==> config.mk <==
export PLATFORM = sky130hd
export DESIGN_NAME = line_segment_rasterizer_core
export DESIGN_NICKNAME = d
export VERILOG_FILES = /design/src/lsr_pkg.sv /design/src/line_segment_rasterizer_core.sv /design/src/lsr_div.sv
export SDC_FILE = /design/constraint.sdc
export NUM_CORES = 1
export LEC_CHECK = 0
export ABC_CLOCK_PERIOD_IN_PS = 9500
export BUFFER_PORTS_ARGS = -buffer_cell sky130_fd_sc_hd__buf_2
export CAP_MARGIN = 20
export CORE_ASPECT_RATIO = 0.75
export CORE_MARGIN = 1.5
export CORE_UTILIZATION = 47
export CTS_CLUSTER_SIZE = 16
export DETAILED_ROUTE_END_ITERATION = 12
export PLACE_DENSITY = 0.7
export SYNTH_ARGS = -nofsm -noshare
export SYNTH_HDL_FRONTEND = slang
export SYNTH_SLANG_ARGS = --single-unit
export TNS_END_PERCENT = 30
==> constraint.sdc <==
create_clock -name i_clk -period 9.5 [get_ports i_clk]
set_input_delay 2.375 -clock i_clk [delete_from_list [all_inputs] [get_ports i_clk]]
set_output_delay 2.375 -clock i_clk [all_outputs]
set_load 0.03 [all_outputs]
==> src/lsr_pkg.sv <==
package lsr_pkg;

    // Request operation codes.
    localparam logic OP_LOAD    = 1'b0;
    localparam logic OP_ADVANCE = 1'b1;

    // Walk modes.
    typedef logic [1:0] t_mode;
    localparam t_mode MODE_HORIZONTAL = 2'd0;
    localparam t_mode MODE_VERTICAL   = 2'd1;
    localparam t_mode MODE_GENERAL    = 2'd2;

    // Configuration register map.
    localparam int CFG_IDX_W  = 2;
    localparam int CFG_DATA_W = 11;
    typedef logic [CFG_IDX_W-1:0] t_cfg_idx;
    localparam t_cfg_idx CFG_HALF_WIDTH  = 2'd0;
    localparam t_cfg_idx CFG_HALF_HEIGHT = 2'd1;
    localparam t_cfg_idx CFG_PIXEL_COLOR = 2'd2;

    localparam int HALF_W   = 11;
    localparam int COLOR_W  = 4;
    localparam int SCREEN_W = 13;

    localparam logic [HALF_W-1:0]  HALF_WIDTH_RST  = 11'd400;
    localparam logic [HALF_W-1:0]  HALF_HEIGHT_RST = 11'd300;
    localparam logic [COLOR_W-1:0] PIXEL_COLOR_RST = 4'd14;

endpackage

==> src/line_segment_rasterizer_core.sv <==
// Line segment rasterizer.
//
// Input channel (i_in_valid / o_in_stall): a request with operation load
// carries two endpoints in signed logical coordinates; a request with
// operation advance asks for the next pixel of the loaded segment. An
// advance while no segment is active is taken and produces nothing.
// Output channel (o_out_valid / i_out_stall): one pixel per advance, in
// screen coordinates (x + half_width, half_height - y), with the configured
// color and a flag on the final pixel of the segment.
//
// Horizontal and vertical segments load without a stall. A general segment
// needs the slope as an exact quotient and remainder from a bit-serial
// divider that retires one quotient bit per cycle, so the input stays
// stalled after a general load is taken until the divider has finished.
// Advances run at one request per cycle when nothing stalls; the pixel
// appears in the output register the cycle after the request is taken.
// While the receiver stalls, the pixel waits in the output register and
// every further request is stalled until it leaves. Reset (synchronous,
// active low) drops any segment, empties the output register and restores
// the configuration registers to 400, 300 and 14.
module line_segment_rasterizer_core #(
    parameter int COORD_BITS = 12
) (
    input  logic                                 i_clk,
    input  logic                                 i_rst_n,
    input  logic                                 i_cfg_wr_en,
    input  logic [lsr_pkg::CFG_IDX_W-1:0]        i_cfg_index,
    input  logic [lsr_pkg::CFG_DATA_W-1:0]       i_cfg_data,
    input  logic                                 i_in_valid,
    output logic                                 o_in_stall,
    input  logic                                 i_operation,
    input  logic signed [COORD_BITS-1:0]         i_start_x,
    input  logic signed [COORD_BITS-1:0]         i_start_y,
    input  logic signed [COORD_BITS-1:0]         i_end_x,
    input  logic signed [COORD_BITS-1:0]         i_end_y,
    output logic                                 o_out_valid,
    input  logic                                 i_out_stall,
    output logic signed [lsr_pkg::SCREEN_W-1:0] o_screen_x,
    output logic signed [lsr_pkg::SCREEN_W-1:0] o_screen_y,
    output logic [lsr_pkg::COLOR_W-1:0]          o_color,
    output logic                                 o_last_pixel
);

    localparam int C     = COORD_BITS;
    localparam int SUM_W = COORD_BITS + lsr_pkg::SCREEN_W;

    // Configuration.
    logic [lsr_pkg::HALF_W-1:0]  r_half_width;
    logic [lsr_pkg::HALF_W-1:0]  r_half_height;
    logic [lsr_pkg::COLOR_W-1:0] r_pixel_color;

    // Control state.
    logic r_active, n_active;
    logic r_busy, n_busy;
    logic r_out_valid, n_out_valid;

    // Segment state.
    lsr_pkg::t_mode     r_mode, n_mode;
    logic signed [C-1:0] r_walk_pos, n_walk_pos;
    logic signed [C-1:0] r_walk_end, n_walk_end;
    logic signed [C-1:0] r_fixed, n_fixed;
    logic signed [C:0]   r_y_q, n_y_q;
    logic [C:0]          r_y_rem, n_y_rem;
    logic signed [C:0]   r_step_q, n_step_q;
    logic [C:0]          r_step_rem, n_step_rem;
    logic [C:0]          r_ddx, n_ddx;
    logic [C-1:0]        r_dx, n_dx;
    logic                r_dy_neg, n_dy_neg;

    // Output payload.
    logic [lsr_pkg::SCREEN_W-1:0] r_sx, n_sx;
    logic [lsr_pkg::SCREEN_W-1:0] r_sy, n_sy;
    logic [lsr_pkg::COLOR_W-1:0]  r_color, n_color;
    logic                         r_last, n_last;

    logic w_in_fire;
    logic w_load_fire;
    logic w_adv_fire;

    // Load decode: order endpoints by x and classify.
    logic                w_swap;
    logic signed [C-1:0] w_ax, w_ay, w_bx, w_by;
    logic [C:0]          w_dx_full;
    logic signed [C:0]   w_dy;
    logic [C:0]          w_dy_abs;
    logic                w_horiz, w_vert;

    // Divider.
    logic         w_div_done;
    logic [C-1:0] w_div_q;
    logic [C-1:0] w_div_r;

    // Walk and pixel arithmetic.
    logic                w_last;
    logic [C+1:0]        w_acc;
    logic                w_carry;
    logic signed [C-1:0] w_x;
    logic signed [C:0]   w_y;
    logic [SUM_W-1:0]    w_sx_full;
    logic [SUM_W-1:0]    w_sy_full;

    assign o_in_stall  = r_busy || (r_out_valid && i_out_stall);
    assign w_in_fire   = i_in_valid && !o_in_stall;
    assign w_load_fire = w_in_fire && (i_operation == lsr_pkg::OP_LOAD);
    assign w_adv_fire  = w_in_fire && (i_operation == lsr_pkg::OP_ADVANCE) && r_active;

    assign w_swap    = (i_start_x > i_end_x);
    assign w_ax      = w_swap ? i_end_x : i_start_x;
    assign w_ay      = w_swap ? i_end_y : i_start_y;
    assign w_bx      = w_swap ? i_start_x : i_end_x;
    assign w_by      = w_swap ? i_start_y : i_end_y;
    assign w_dx_full = (C+1)'({w_bx[C-1], w_bx} - {w_ax[C-1], w_ax});
    assign w_dy      = {w_by[C-1], w_by} - {w_ay[C-1], w_ay};
    assign w_dy_abs  = w_dy[C] ? (C+1)'(-w_dy) : (C+1)'(w_dy);
    assign w_horiz   = (w_ay == w_by);
    assign w_vert    = (w_ax == w_bx);

    // The slope dy/dx is divided as magnitudes; the sign is folded in when the
    // divider finishes so that the quotient is floored.
    lsr_div #(
        .WIDTH (C)
    ) u_div (
        .i_clk       (i_clk),
        .i_rst_n     (i_rst_n),
        .i_start     (w_load_fire && !w_horiz && !w_vert),
        .i_dividend  (w_dy_abs[C-1:0]),
        .i_divisor   (w_dx_full[C-1:0]),
        .o_done      (w_div_done),
        .o_quotient  (w_div_q),
        .o_remainder (w_div_r)
    );

    assign w_last  = (r_walk_pos >= r_walk_end);
    assign w_acc   = {1'b0, r_y_rem} + {1'b0, r_step_rem};
    assign w_carry = (w_acc >= {1'b0, r_ddx});

    always_comb begin
        w_x = r_walk_pos;
        w_y = {r_fixed[C-1], r_fixed};
        unique case (r_mode)
            lsr_pkg::MODE_VERTICAL: begin
                w_x = r_fixed;
                w_y = {r_walk_pos[C-1], r_walk_pos};
            end
            lsr_pkg::MODE_GENERAL: begin
                w_y = r_y_q;
            end
            default: begin
            end
        endcase
    end

    // Screen coordinates wrap to the output width.
    assign w_sx_full = {{(SUM_W-C){w_x[C-1]}}, w_x}
                     + {{(SUM_W-lsr_pkg::HALF_W){1'b0}}, r_half_width};
    assign w_sy_full = {{(SUM_W-lsr_pkg::HALF_W){1'b0}}, r_half_height}
                     - {{(SUM_W-C-1){w_y[C]}}, w_y};

    always_comb begin
        n_active    = r_active;
        n_busy      = r_busy;
        n_out_valid = r_out_valid;
        n_mode      = r_mode;
        n_walk_pos  = r_walk_pos;
        n_walk_end  = r_walk_end;
        n_fixed     = r_fixed;
        n_y_q       = r_y_q;
        n_y_rem     = r_y_rem;
        n_step_q    = r_step_q;
        n_step_rem  = r_step_rem;
        n_ddx       = r_ddx;
        n_dx        = r_dx;
        n_dy_neg    = r_dy_neg;
        n_sx        = r_sx;
        n_sy        = r_sy;
        n_color     = r_color;
        n_last      = r_last;

        if (r_out_valid && !i_out_stall) begin
            n_out_valid = 1'b0;
        end

        if (w_load_fire) begin
            n_active = 1'b1;
            if (w_horiz) begin
                n_mode     = lsr_pkg::MODE_HORIZONTAL;
                n_walk_pos = w_ax;
                n_walk_end = w_bx;
                n_fixed    = w_ay;
            end else if (w_vert) begin
                n_mode     = lsr_pkg::MODE_VERTICAL;
                n_walk_pos = (w_ay < w_by) ? w_ay : w_by;
                n_walk_end = (w_ay < w_by) ? w_by : w_ay;
                n_fixed    = w_ax;
            end else begin
                n_mode     = lsr_pkg::MODE_GENERAL;
                n_busy     = 1'b1;
                n_walk_pos = w_ax;
                n_walk_end = w_bx;
                n_dx       = w_dx_full[C-1:0];
                n_ddx      = {w_dx_full[C-1:0], 1'b0};
                n_dy_neg   = w_dy[C];
                n_y_q      = {w_ay[C-1], w_ay};
                n_y_rem    = {1'b0, w_dx_full[C-1:0]};
            end
        end else if (w_adv_fire) begin
            n_out_valid = 1'b1;
            n_sx        = w_sx_full[lsr_pkg::SCREEN_W-1:0];
            n_sy        = w_sy_full[lsr_pkg::SCREEN_W-1:0];
            n_color     = r_pixel_color;
            n_last      = w_last;
            if (w_last) begin
                n_active = 1'b0;
            end else begin
                n_walk_pos = r_walk_pos + C'(1);
                if (r_mode == lsr_pkg::MODE_GENERAL) begin
                    n_y_rem = w_carry ? (C+1)'(w_acc - {1'b0, r_ddx}) : w_acc[C:0];
                    n_y_q   = r_y_q + r_step_q + {{C{1'b0}}, w_carry};
                end
            end
        end

        // Floor the signed slope: a negative slope with a remainder takes one
        // off the quotient and turns the remainder into its complement.
        if (w_div_done) begin
            n_busy = 1'b0;
            if (r_dy_neg && (w_div_r != '0)) begin
                n_step_q   = ~{1'b0, w_div_q};
                n_step_rem = {r_dx - w_div_r, 1'b0};
            end else if (r_dy_neg) begin
                n_step_q   = -{1'b0, w_div_q};
                n_step_rem = '0;
            end else begin
                n_step_q   = {1'b0, w_div_q};
                n_step_rem = {w_div_r, 1'b0};
            end
        end
    end

    always_ff @(posedge i_clk) begin
        if (!i_rst_n) begin
            r_half_width  <= lsr_pkg::HALF_WIDTH_RST;
            r_half_height <= lsr_pkg::HALF_HEIGHT_RST;
            r_pixel_color <= lsr_pkg::PIXEL_COLOR_RST;
        end else if (i_cfg_wr_en) begin
            unique case (i_cfg_index)
                lsr_pkg::CFG_HALF_WIDTH:  r_half_width  <= i_cfg_data;
                lsr_pkg::CFG_HALF_HEIGHT: r_half_height <= i_cfg_data;
                lsr_pkg::CFG_PIXEL_COLOR: r_pixel_color <= i_cfg_data[lsr_pkg::COLOR_W-1:0];
                default: begin
                end
            endcase
        end
    end

    always_ff @(posedge i_clk) begin
        if (!i_rst_n) begin
            r_active    <= 1'b0;
            r_busy      <= 1'b0;
            r_out_valid <= 1'b0;
        end else begin
            r_active    <= n_active;
            r_busy      <= n_busy;
            r_out_valid <= n_out_valid;
        end
    end

    always_ff @(posedge i_clk) begin
        r_mode     <= n_mode;
        r_walk_pos <= n_walk_pos;
        r_walk_end <= n_walk_end;
        r_fixed    <= n_fixed;
        r_y_q      <= n_y_q;
        r_y_rem    <= n_y_rem;
        r_step_q   <= n_step_q;
        r_step_rem <= n_step_rem;
        r_ddx      <= n_ddx;
        r_dx       <= n_dx;
        r_dy_neg   <= n_dy_neg;
        r_sx       <= n_sx;
        r_sy       <= n_sy;
        r_color    <= n_color;
        r_last     <= n_last;
    end

    assign o_out_valid  = r_out_valid;
    assign o_screen_x   = r_sx;
    assign o_screen_y   = r_sy;
    assign o_color      = r_color;
    assign o_last_pixel = r_last;

    // The divider finishes only while a general load is in setup.
    a_div_in_setup: assert property (@(posedge i_clk) disable iff (!i_rst_n)
        w_div_done |-> r_busy && (r_mode == lsr_pkg::MODE_GENERAL))
        else $error("divider finished outside of segment setup");

    // A general load always enters setup.
    a_general_setup: assert property (@(posedge i_clk) disable iff (!i_rst_n)
        (w_load_fire && !w_horiz && !w_vert) |=> r_busy)
        else $error("general segment loaded without setup");

    // A fresh pixel in the output register comes from an advance request.
    a_pixel_source: assert property (@(posedge i_clk) disable iff (!i_rst_n)
        (o_out_valid && !$past(o_out_valid && i_out_stall)) |-> $past(w_adv_fire))
        else $error("pixel produced without an advance request");

    // The final pixel ends the segment.
    a_last_ends: assert property (@(posedge i_clk) disable iff (!i_rst_n)
        (w_adv_fire && w_last) |=> !r_active && o_last_pixel)
        else $error("segment still active after its final pixel");

endmodule

==> src/lsr_div.sv <==
// Restoring divider that shifts the dividend in one bit per cycle.
module lsr_div #(
    parameter int WIDTH = 12
) (
    input  logic             i_clk,
    input  logic             i_rst_n,
    input  logic             i_start,
    input  logic [WIDTH-1:0] i_dividend,
    input  logic [WIDTH-1:0] i_divisor,
    output logic             o_done,
    output logic [WIDTH-1:0] o_quotient,
    output logic [WIDTH-1:0] o_remainder
);

    localparam int CNT_W = $clog2(WIDTH + 1);

    logic             r_run;
    logic [CNT_W-1:0] r_cnt;
    logic [WIDTH-1:0] r_rem;
    logic [WIDTH-1:0] r_quo;
    logic [WIDTH-1:0] r_dsr;

    logic [WIDTH:0]   w_shifted;
    logic [WIDTH:0]   w_diff;
    logic             w_ge;
    logic [WIDTH-1:0] n_rem;
    logic [WIDTH-1:0] n_quo;

    // The dividend register doubles as the quotient register: its top bit moves
    // into the partial remainder while the new quotient bit enters at the bottom.
    assign w_shifted = {r_rem, r_quo[WIDTH-1]};
    assign w_diff    = w_shifted - {1'b0, r_dsr};
    assign w_ge      = (w_shifted >= {1'b0, r_dsr});
    assign n_rem     = w_ge ? w_diff[WIDTH-1:0] : w_shifted[WIDTH-1:0];
    assign n_quo     = {r_quo[WIDTH-2:0], w_ge};

    assign o_done      = r_run && (r_cnt == CNT_W'(1));
    assign o_quotient  = n_quo;
    assign o_remainder = n_rem;

    always_ff @(posedge i_clk) begin
        if (!i_rst_n) begin
            r_run <= 1'b0;
            r_cnt <= '0;
        end else if (i_start) begin
            r_run <= 1'b1;
            r_cnt <= CNT_W'(WIDTH);
        end else if (r_run) begin
            r_cnt <= r_cnt - CNT_W'(1);
            if (r_cnt == CNT_W'(1)) begin
                r_run <= 1'b0;
            end
        end
    end

    always_ff @(posedge i_clk) begin
        if (i_start) begin
            r_rem <= '0;
            r_quo <= i_dividend;
            r_dsr <= i_divisor;
        end else if (r_run) begin
            r_rem <= n_rem;
            r_quo <= n_quo;
        end
    end

endmodule
==> impl_results.md, run 1 <==
- Via count: 12600
- Slew @ Worst Pin: 1.04 ns
- Register area share after synthesis: between 30% and 40%
- Initial Utilization: around 48%
- MaxCap Viol Count: 0
- Post-CTS Setup Bufs: 0
- Post-route ant nets: 0
- Post-Layout Cell Count: between 2000 and 2500
- Num CTS Buffers: 22
- Gr ovfl total: 0
- GRT Overall Usage: 26.5%
- Setup crit start: r_y_rem[1]
- Critical Path Source Type: register
- PwrDens: about 210 nW/um^2
- Clock slew at reported path FFs: 0.06 ns
- Detail Placement HPWL: approximately 34000 um
- Pre-CTS WS: ~2.4 ns
- Final hold vios: 0
- Final nets: between 1500 and 2000
- CTS root buf: clkbuf_16
- Critical Path Max Stage Delay: between 0.8 and 0.9 ns
- Total clock sinks: ~200
- Final worst-path cycle share: around three quarters
- Crit path capture type: register
- Clk buf depth: 3
- Mapped Cells: ~1600
- Initial DRC count: approximately 1300
- Post-synth ARST share: 0%
- Post-Route WL: approximately 44000 um
- Post-cts gate resize count: 0
- Number of antenna diodes: 0
- Cells after DPL: roughly 2100
- H-tree lvl count: 1
- Rows: 56
- RSZ-0062 raised after global routing: false
- #FFs+latches synth: slightly above 200
- Ys flop type: edfxtp_1
- Hold path start: r_pixel_color[1]
- Vias/cell: between 5 and 6
- Die Y: around 160 um
- Crit path max-delay cell type: and4_1
- Slew Limit Fails: 0
- Routed WL per cell: approximately 20 um
- Sum Neg Setup Slack: 0 ns
- Largest net degree at the start of global routing: 59
- Syn-to-layout area delta: 10.5%
- Synth warnings: 0
- Most frequent cells in the layout: nand2_1, edfxtp_1, nor2_1
- Gpl congestion: around 1
- Syn avg cell area: slightly above 9 um^2
- CP Max Fanout: 21
- Die area: ~33000 um^2
- Peak VDD IR: around 120 uV
- Hold Crit Class: register to register
- PortBufs: roughly 100
- Worst path most repeated cell: o21ai_0
- Status: completed
- CTS tree: yes
- Mapped cell area: about 15000 um^2
- Initial antenna violation count: 1
- Final setup margin: ~2.3 ns
- First-pass DRT Iterations: 6
- Synth cell types: 85
- EDFF count, synth: approximately 160
- Die Wd: 209 um
- Reg2reg start: r_y_rem[1]
- Crit Path Class: register to register
- Final setup fails: 0
- Hold-fix buffers at CTS: 0
- Highest clock rate: 139 MHz
- Final min period: between 7 and 8 ns
- Post-Syn Nets: 1834
- Critical Path AT: between 7 and 8 ns
- Global-route wire length before repair: 66800 um
- Leakage power: between 6 and 7 nW
- Share of cells above drive strength 1: 10.6%
- # IOs: 100
- Vias in the first global route: approximately 12000
- Data required, critical path: around 9.8 ns
- Clock latency at the later pin of the worst-skew pair: around 0.53 ns
- Clock skew: between 0.015 and 0.02 ns
- Worst slew margin: 30.3%
- Area of the core: 31300 um^2
- DRC violations left: 0
## critical path: cells and delay by family (launching register included)
| kind | cells | cell delay (ns) |
|---|---|---|
| AND/OR/NAND/NOR | 7 | 1.37 |
| XOR/XNOR | 1 | 0.18 |
| flip-flops | 1 | 0.33 |
| AO/OA/AOI/OAI | 17 | 3.47 |
| buffers and inverters | 2 | 0.16 |
| adder cells (fa/ha/maj) | 5 | 1.45 |
## worst paths after layout
| path | endpoint | slack (ns) | cells past startpoint |
|---|---|---|---|
| worst max-delay path | r_y_q[12] | 2.29 | 32 |
| worst min-delay path | o_color[1] | 0.43 | 0 |
| worst max register to register | r_y_q[12] | 2.29 | 32 |
| worst min register to register | o_color[1] | 0.43 | 0 |
## synthesized netlist by cell type (8+ instances only)
| library cell | n | area share, % |
|---|---|---|
| nor2b_1 | 29 | 1.2 |
| o211ai_1 | 8 | 0.40 |
| o21ai_1 | 16 | 0.54 |
| o21bai_1 | 14 | 0.70 |
| a21oi_1 | 138 | 4.6 |
| a21o_1 | 31 | 1.6 |
| nand3_1 | 36 | 1.2 |
| nand2b_1 | 26 | 1.1 |
| xor2_1 | 33 | 1.9 |
| buf_2 | 8 | 0.27 |
| a211oi_1 | 19 | 0.95 |
| nand2_1 | 157 | 3.9 |
| mux2_2 | 11 | 0.83 |
| edfxtp_1 | 157 | 31 |
| maj3_1 | 14 | 0.94 |
| clkbuf_1 | 43 | 1.1 |
| o21a_1 | 12 | 0.60 |
| and2_1 | 12 | 0.50 |
| dfxtp_1 | 46 | 6.2 |
| o21ai_0 | 76 | 2.5 |
| o31ai_1 | 8 | 0.40 |
| and3_1 | 20 | 0.84 |
| fa_1 | 8 | 1.1 |
| nor2_1 | 146 | 3.7 |
| buf_1 | 10 | 0.25 |
| mux2i_1 | 63 | 4.2 |
| xnor2_1 | 80 | 4.7 |
| a21boi_0 | 25 | 1.3 |
| ha_1 | 113 | 9.4 |
| nand4_1 | 10 | 0.42 |
| nor3_1 | 21 | 0.70 |
| inv_1 | 128 | 3.2 |
| a22oi_1 | 13 | 0.65 |
## cell families after synthesis
family	synth area share, %
flip-flops	37.6
AO/OA/AOI/OAI	18.3
multiplexers	5.12
adder cells (fa/ha/maj)	11.5
XOR/XNOR	6.61
buffers and inverters	5.06
AND/OR/NAND/NOR	15.8
## per-layer routing
metal	global-route usage (%)	wire length, um	up-vias
met5	0	0	-
met4	5.00	739	0
met3	5.89	4330	44
met2	38.5	17700	536
met1	40.0	20800	5929
li1	-	-	6044
## cell type report
class	count	area, um^2
Tap cell	406	508
Fill cell	2807	14800
Sequential cell	203	5640
Timing Repair Buffer	113	598
Inverter	129	484
Clock buffer	34	672
Clock inverter	6	45.0
Multi-Input combinational cell	1249	8600
## state kept, by name (all words and copies together) (netlist names), 2 cells and up
name and count:
o_color 4, o_screen_x 13, o_screen_y 13, r_ddx 12, r_fixed 12, r_half_height 11, r_half_width 11, r_mode 2
r_pixel_color 4, r_step_q 13, r_step_rem 12, r_walk_end 12, r_walk_pos 12, r_y_q 13, r_y_rem 13, u_div.r_cnt 4
u_div.r_dsr 12, u_div.r_quo 12, u_div.r_rem 12
## per-stage QoR
stage / total power, mW / hold slack (ns) / instance area [um^2] / utilization, %
global route: 3.66 / 0.445 / 16500 / 52.8
floorplan: 2.23 / 0.408 / 15000 / -
global placement: 2.54 / 0.411 / 15800 / 50.5
detailed placement: 2.58 / 0.420 / 15800 / 50.5
CTS: 3.44 / 0.434 / 16500 / 52.8
finish: 3.45 / 0.434 / 16500 / 52.8
## power breakdown
group	total, mW	internal (mW)	switching [mW]
Combinational	1.44	0.582	0.862
Sequential	1.15	1.09	0.0652
Clock	0.851	0.490	0.361
Total	3.45	2.16	1.29
(Power assumes the default switching activity.)
==> run 2, diff against run 1 <==
--- a/config.mk
+++ b/config.mk
@@ -5,7 +5,7 @@
 export SDC_FILE = /design/constraint.sdc
 export NUM_CORES = 1
 export LEC_CHECK = 0
-export ABC_CLOCK_PERIOD_IN_PS = 9500
+export ABC_CLOCK_PERIOD_IN_PS = 6400
 export BUFFER_PORTS_ARGS = -buffer_cell sky130_fd_sc_hd__buf_2
 export CAP_MARGIN = 20
 export CORE_ASPECT_RATIO = 0.75
@@ -13,7 +13,7 @@
 export CORE_UTILIZATION = 47
 export CTS_CLUSTER_SIZE = 16
 export DETAILED_ROUTE_END_ITERATION = 12
-export PLACE_DENSITY = 0.7
+export PLACE_DENSITY = 0.73
 export SYNTH_ARGS = -nofsm -noshare
 export SYNTH_HDL_FRONTEND = slang
 export SYNTH_SLANG_ARGS = --single-unit
==> constraint.sdc (replaced) <==
create_clock -name i_clk -period 6.4 [get_ports i_clk]
set_input_delay 1.6 -clock i_clk [delete_from_list [all_inputs] [get_ports i_clk]]
set_output_delay 1.6 -clock i_clk [all_outputs]
set_load 0.03 [all_outputs]
==> run 2 against run 1 <==
Net effect: global-route usage is 1.2 points lower; first-iteration DRC count decreased by 11%; total power rose by 49%; critical endpoint unchanged; critical path type unchanged.
==> impl_results.md, run 2 (synthesis gave the netlist of run 1 again) <==
- Status: completed
- Initial DRC count: 1184 (-11%)
- Clock slew at reported path FFs: 0.06 ns (about the same)
- Data required, critical path: 6.64 ns (-3.12 ns)
- DRC violations left: 0 (unchanged)
- Clock power share: 24.2% (-0.5 points)
- Critical Path AT: 6.13 ns (-1.35 ns)
- Final hold vios: 0 (unchanged)
- PwrDens: 308 nW/um^2 (+48%)
- # IOs: 100 (unchanged)
- Crit path capture type: register
- Initial antenna violation count: 0 (-1)
- Slew @ Worst Pin: 1.11 ns (+0.0636 ns)
- Reg-to-reg setup timing slack: 0.50 ns (-1.78 ns)
- Final worst-path cycle share: 92.1% (+16 points)
- Total clock sinks: 203 (unchanged)
- Most frequent cells in the layout: nand2_1, edfxtp_1, nor2_1
- Final-layout fill cell count: 2839 (+1.1%)
- Hold Crit Class: register to register
- RSZ-0062 raised after global routing: false
- Clk buf depth: 3 (unchanged)
- Num CTS Buffers: 23 (+4.5%)
- Share of cells above drive strength 1: 11.3% (+0.72 points)
- Critical Path Source Type: register
- Routed WL per cell: 19.4 um (-4.8%)
- R2r endpoint: r_y_q[12]
- Setup crit start: r_y_rem[1]
- Die Wd: 209 um (unchanged)
- Final nets: 1919 (+0.68%)
- Crit Path Class: register to register
- H-tree lvl count: 1 (unchanged)
- Area of the core: 31300 um^2 (unchanged)
- Via count: 12600 (+0.12%)
- DR WL met3: 4090 um (-5.6%)
- Post-route ant nets: 0 (unchanged)
- Worst slew margin: 26.0% (-4.3 points)
- CTS root buf: clkbuf_16
- Gpl congestion: 0.966 (-1.9%)
- Hold-fix buffers at CTS: 0 (unchanged)
- CTS tree: yes
- Global-route wire length before repair: 65000 um (-2.7%)
- CP Max Fanout: 3 (-86%)
- Reg2reg start: r_y_rem[1]
- Final Core Density: 53.1% (+0.32 points)
- Top sig layer: met4
- Slew Limit Fails: 0 (unchanged)
- Sum Neg Setup Slack: 0 ns (unchanged)
- Initial Utilization: 47.8% (unchanged)
- PortBufs: 99 (unchanged)
- CP endpoint: r_y_q[12]
- Sw Share: 37.4% (+0.064 points)
- Gr ovfl total: 0 (unchanged)
- Highest clock rate: 170 MHz (+22%)
- Die Y: 158 um (unchanged)
- GRT Overall Usage: 25.3% (-1.2 points)
- Die area: 32900 um^2 (unchanged)
- WL met1: 19400 um (-6.8%)
- Peak VDD IR: 164 uV (+40%)
- Final setup fails: 0 (unchanged)
- First-pass DRT Iterations: 6 (unchanged)
- Net load switching power: 1.92 mW (+49%)
- Comb pwr share: 42.4% (+0.5 points)
- Met2 routed WL: 17200 um (-3.0%)
- Leakage power: 7.02 nW (+0.76%)
- Vias in the first global route: 11900 (+2.4%)
- Flop pwr share: 33.4% (about the same)
- Largest net degree at the start of global routing: 51 (-14%)
- Pint: 3.21 mW (+49%)
- Vias/cell: 5.84 (-0.49%)
- Reg2Reg Depth: 31 (-3.1%)
- MaxCap Viol Count: 0 (unchanged)
- Post-Route WL: 41800 um (-4.2%)
- Clock latency at the later pin of the worst-skew pair: 0.52 ns (about the same)
- Crit path max-delay cell type: fa_1
- Final min period: 5.90 ns (-1.32 ns)
- Syn-to-layout area delta: 11.2%
- Critical Path Max Stage Delay: 0.42 ns (-0.39 ns)
- Clock skew: 0.0171 ns (+0.000838 ns)
- Rows: 56 (unchanged)
- Detail Placement HPWL: 33000 um (-2.7%)
- Number of antenna diodes: 0 (unchanged)
run 2: changes by cell type in the layout (fill, tap and decap cells not counted), moves of 2 or more:
| cell | delta |
|---|---|
| a21oi_2 | +3 |
| clkbuf_8 | -3 |
| o21ai_0 | -4 |
| a21boi_1 | +4 |
| a21boi_0 | -4 |
| buf_4 | +12 |
| o21ai_1 | +4 |
| inv_6 | +2 |
| a21oi_1 | -3 |
| clkinv_1 | +4 |
run 2: area by class of cell:
| class | instances | area (um^2) | share of cell area [%] |
|---|---|---|---|
| Multi-Input combinational cell | 1249 | 8610 | 51.7 |
| Sequential cell | 203 | 5640 | 33.9 |
| Timing Repair Buffer | 125 | 711 | 4.27 |
| Clock buffer | 28 | 594 | 3.57 |
| Tap cell | 406 | 508 | 3.05 |
| Inverter | 129 | 484 | 2.91 |
| Clock inverter | 13 | 103 | 0.616 |
run 2: stage by stage:
step	area, um^2	power, mW	hold WS (ns)	std cells	setup slack [ns]
after floorplan	15000	3.31	0.408	1646	0.324
after global placement	15900	3.79	0.412	2110	0.403
after detailed placement	15900	3.86	0.421	2110	0.192
after CTS	16600	5.10	0.435	2151	0.143
after global routing	16600	5.44	0.441	2153	0.00419
final	16600	5.13	0.438	2153	0.503
run 2: layer usage:
metal / vias to the layer above / GRT usage (%)
met3: 64 / 5.47
met2: 529 / 38.3
met1: 5913 / 36.2
met4: 0 / 7.56
met5: - / 0
li1: 6062 / -
run 2: worst max-delay path: cells and delay by family (launching register included):
kind,cells,cell delay (ns)
simple gates,6,0.91
xor+xnor,2,0.30
compound gates,17,2.28
flops,1,0.33
fa+ha+maj,5,1.74
buf+inv,1,0.05
run 2: how the worst min path moves through the flow:
stage | startpoint | end | depth (start not counted)
after global routing | r_pixel_color[3] | o_color[3] | 0
after detailed placement | r_pixel_color[2] | o_color[2] | 0
after floorplan | r_pixel_color[0] | o_color[0] | 0
after global placement | r_pixel_color[3] | o_color[3] | 0
final | r_pixel_color[3] | o_color[3] | 0
after CTS | r_pixel_color[2] | o_color[2] | 0
run 2: what timing repair did:
item	CTS	global route
buffers inserted	0	1
gates resized for setup	0	12
endpoints found under the setup margin	0	5
run 2: power by group through the flow:
stage          clock (mW)  sequential (mW)  combinational [mW]
2_1_floorplan           0             1.70                1.61
3_3_place_gp            0             1.73                2.06
3_5_place_dp            0             1.74                2.12
4_1_cts              1.26             1.71                2.13
5_1_grt              1.30             1.72                2.41
6_report             1.24             1.71                2.18
==> run 3, diff against run 2 <==
--- a/config.mk
+++ b/config.mk
@@ -10,10 +10,10 @@
 export CAP_MARGIN = 20
 export CORE_ASPECT_RATIO = 0.75
 export CORE_MARGIN = 1.5
-export CORE_UTILIZATION = 47
+export CORE_UTILIZATION = 35
 export CTS_CLUSTER_SIZE = 16
 export DETAILED_ROUTE_END_ITERATION = 12
-export PLACE_DENSITY = 0.73
+export PLACE_DENSITY = 0.59
 export SYNTH_ARGS = -nofsm -noshare
 export SYNTH_HDL_FRONTEND = slang
 export SYNTH_SLANG_ARGS = --single-unit
==> run 3 against run 2 <==
Net effect: die area increased by 34%; sequential power about the same; routed wire length increased by 9.1%; via count about the same; sequential share of layout area decreased by 0.63 points; cell count increased by 7.8%; register-to-register slack about the same; largest cell class unchanged; critical endpoint unchanged; setup slack improved by 0.012 ns; clock power increased by 15%; critical path type unchanged; worst hold slack got worse by 0.012 ns.
==> impl_results.md, run 3 (synthesis gave the netlist of run 1 again) <==
- Hold path start: r_pixel_color[0]
- First-pass DRT Iterations: 6 (unchanged)
- Slew Limit Fails: 0 (unchanged)
- Die Y: 182 um (+16%)
- Sw Share: 37.7% (+0.28 points)
- Die Wd: 242 um (+16%)
- Net load switching power: 2.02 mW (+5.3%)
- Leakage power: 7.07 nW (+0.71%)
- Initial Utilization: 35.5% (-12 points)
- Clock slew at reported path FFs: 0.07 ns (about the same)
- Clock power share: 26.4% (+2.2 points)
- Gpl congestion: 0.956 (-1.0%)
- Final setup margin: 0.515 ns (+0.0117 ns)
- Critical Path Source Type: register
- Sum Neg Setup Slack: 0 ns (unchanged)
- DRC violations left: 0 (unchanged)
- Data required, critical path: 6.65 ns (about the same)
- Sequential Area: 5640 um^2 (unchanged)
- MaxCap Viol Count: 0 (unchanged)
- Vias/cell: 5.42 (-7.2%)
- Final worst-path cycle share: 92.0% (-0.18 points)
- Number of antenna diodes: 0 (unchanged)
- GRT Overall Usage: 20.1% (-5.3 points)
- Detail Placement HPWL: 35900 um (+8.9%)
- Initial DRC count: 1121 (-5.3%)
- Comb pwr share: 41.5% (-0.9 points)
- Pint: 3.34 mW (+4.0%)
- Vias in the first global route: 11600 (-3.3%)
- PwrDens: 316 nW/um^2 (+2.6%)
- PortBufs: 99 (unchanged)
- Most frequent cells in the layout: nand2_1, edfxtp_1, nor2_1
- Slew @ Worst Pin: 0.996 ns (-0.112 ns)
- Crit path max-delay cell type: fa_1
- Die area: 44000 um^2 (+34%)
- Clk buf depth: 3 (unchanged)
- Highest clock rate: 170 MHz (+0.20%)
- Crit path capture type: register
- Flop pwr share: 32.0% (-1.4 points)
- Num CTS Buffers: 23 (unchanged)
- Worst path most repeated cell: o21ai_0
- Global-route wire length before repair: 68500 um (+5.4%)
- Worst slew margin: 33.6% (+7.6 points)
- Total clock sinks: 203 (unchanged)
- Largest net degree at the start of global routing: 51 (unchanged)
- Routed WL per cell: 19.6 um (+1.3%)
- Final hold vios: 0 (unchanged)
- Peak VDD IR: 167 uV (+1.7%)
- Post-Route WL: 45600 um (+9.1%)
- Final min period: 5.88 ns (-0.0117 ns)
- Gr ovfl total: 0 (unchanged)
- Share of cells above drive strength 1: 11.7% (+0.37 points)
- Final nets: 1922 (+0.16%)
- Critical Path AT: 6.14 ns (about the same)
- Worst hold slack: 0.426 ns (-0.0116 ns)
- H-tree lvl count: 1 (unchanged)
- Via count: 12600 (-0.024%)
- Status: completed
- Clock skew: 0.0289 ns (+0.0117 ns)
- Hold-fix buffers at CTS: 0 (unchanged)
- Post-route ant nets: 0 (unchanged)
- Critical Path Max Stage Delay: 0.40 ns (-0.02 ns)
- Rows: 65 (+16%)
- CTS tree: yes
- Crit Path Class: register to register
- Final setup fails: 0 (unchanged)
- CP Max Fanout: 3 (unchanged)
- RSZ-0062 raised after global routing: false
- Post-Place Cell Area: 16100 um^2 (+1.4%)
- Syn-to-layout area delta: 13.3%
- CTS root buf: clkbuf_16
- Area of the multi-input gates: 8610 um^2 (unchanged)
- # IOs: 100 (unchanged)
- Setup crit start: r_y_rem[1]
- Reg2reg start: r_y_rem[1]
- Pre-CTS WS: 0.156 ns (-0.0359 ns)
- Hold Crit Class: register to register
- Area of the core: 42100 um^2 (+35%)
- Clock latency at the later pin of the worst-skew pair: 0.55 ns (+0.03 ns)
- Post-Layout Inst Area: 17000 um^2 (+1.9%)
- Final-layout fill cell count: 4222 (+49%)
- Initial antenna violation count: 0 (unchanged)
run 3: changes by cell type in the layout (fill, tap and decap cells not counted), moves of 2 or more:
cell	delta
a21boi_1	-2
buf_2	+2
bufinv_16	+3
clkbuf_1	-2
clkinv_4	-2
run 3: critical path: cells and delay by family, from the launching register on:
kind	cells	cell delay, ns
buffers and inverters	2	0.18
DFF	1	0.34
xor gates and xnor gates	1	0.16
adders and majority gates	5	1.32
and+or+nand+nor	7	0.78
AOI/OAI and AO/OA	17	2.81
run 3: stage by stage:
| stage | utilization, % | power, mW | cells |
|---|---|---|---|
| floorplan | - | 3.31 | 1646 |
| global placement | 38.3 | 3.88 | 2275 |
| CTS | 40.1 | 5.35 | 2317 |
| finish | 40.3 | 5.36 | 2320 |
| detailed placement | 38.3 | 3.92 | 2275 |
| global route | 40.3 | 5.68 | 2320 |
run 3: final cells by class:
cell class	count	area share (%)
repair buffers	128	4.29
inverters	129	2.86
clock buffers	26	3.46
well taps	569	4.20
flip-flops and latches	203	33.2
clock inverters	16	1.20
multi-input cells	1249	50.8
run 3: path summary, 6_finish.rpt:
kind                     end  slack, ns  depth (start not counted)
setup reg to reg   r_y_q[12]       0.52                         32
setup / recovery   r_y_q[12]       0.52                         32
hold / removal    o_color[0]       0.43                          0
hold reg to reg   o_color[0]       0.43                          0
run 3: layer usage:
layer,GRT usage [%],up-vias,routed length (um)
met5,0,-,0
met4,4.83,0,1080
met3,4.21,59,3900
met2,28.3,449,18200
met1,30.7,5988,22400
li1,-,6069,-
run 3: what timing repair did:
action,in CTS,in global routing
resized for setup,0,10
setup buffers,0,0
endpoints found under the setup margin,0,3
run 3: power by group through the flow:
stage	Sequential (mW)	Combinational (mW)	Clock (mW)
finish	1.72	2.23	1.42
global route	1.73	2.46	1.49
CTS	1.72	2.19	1.44
detailed placement	1.74	2.18	0
global placement	1.74	2.14	0
floorplan	1.70	1.61	0
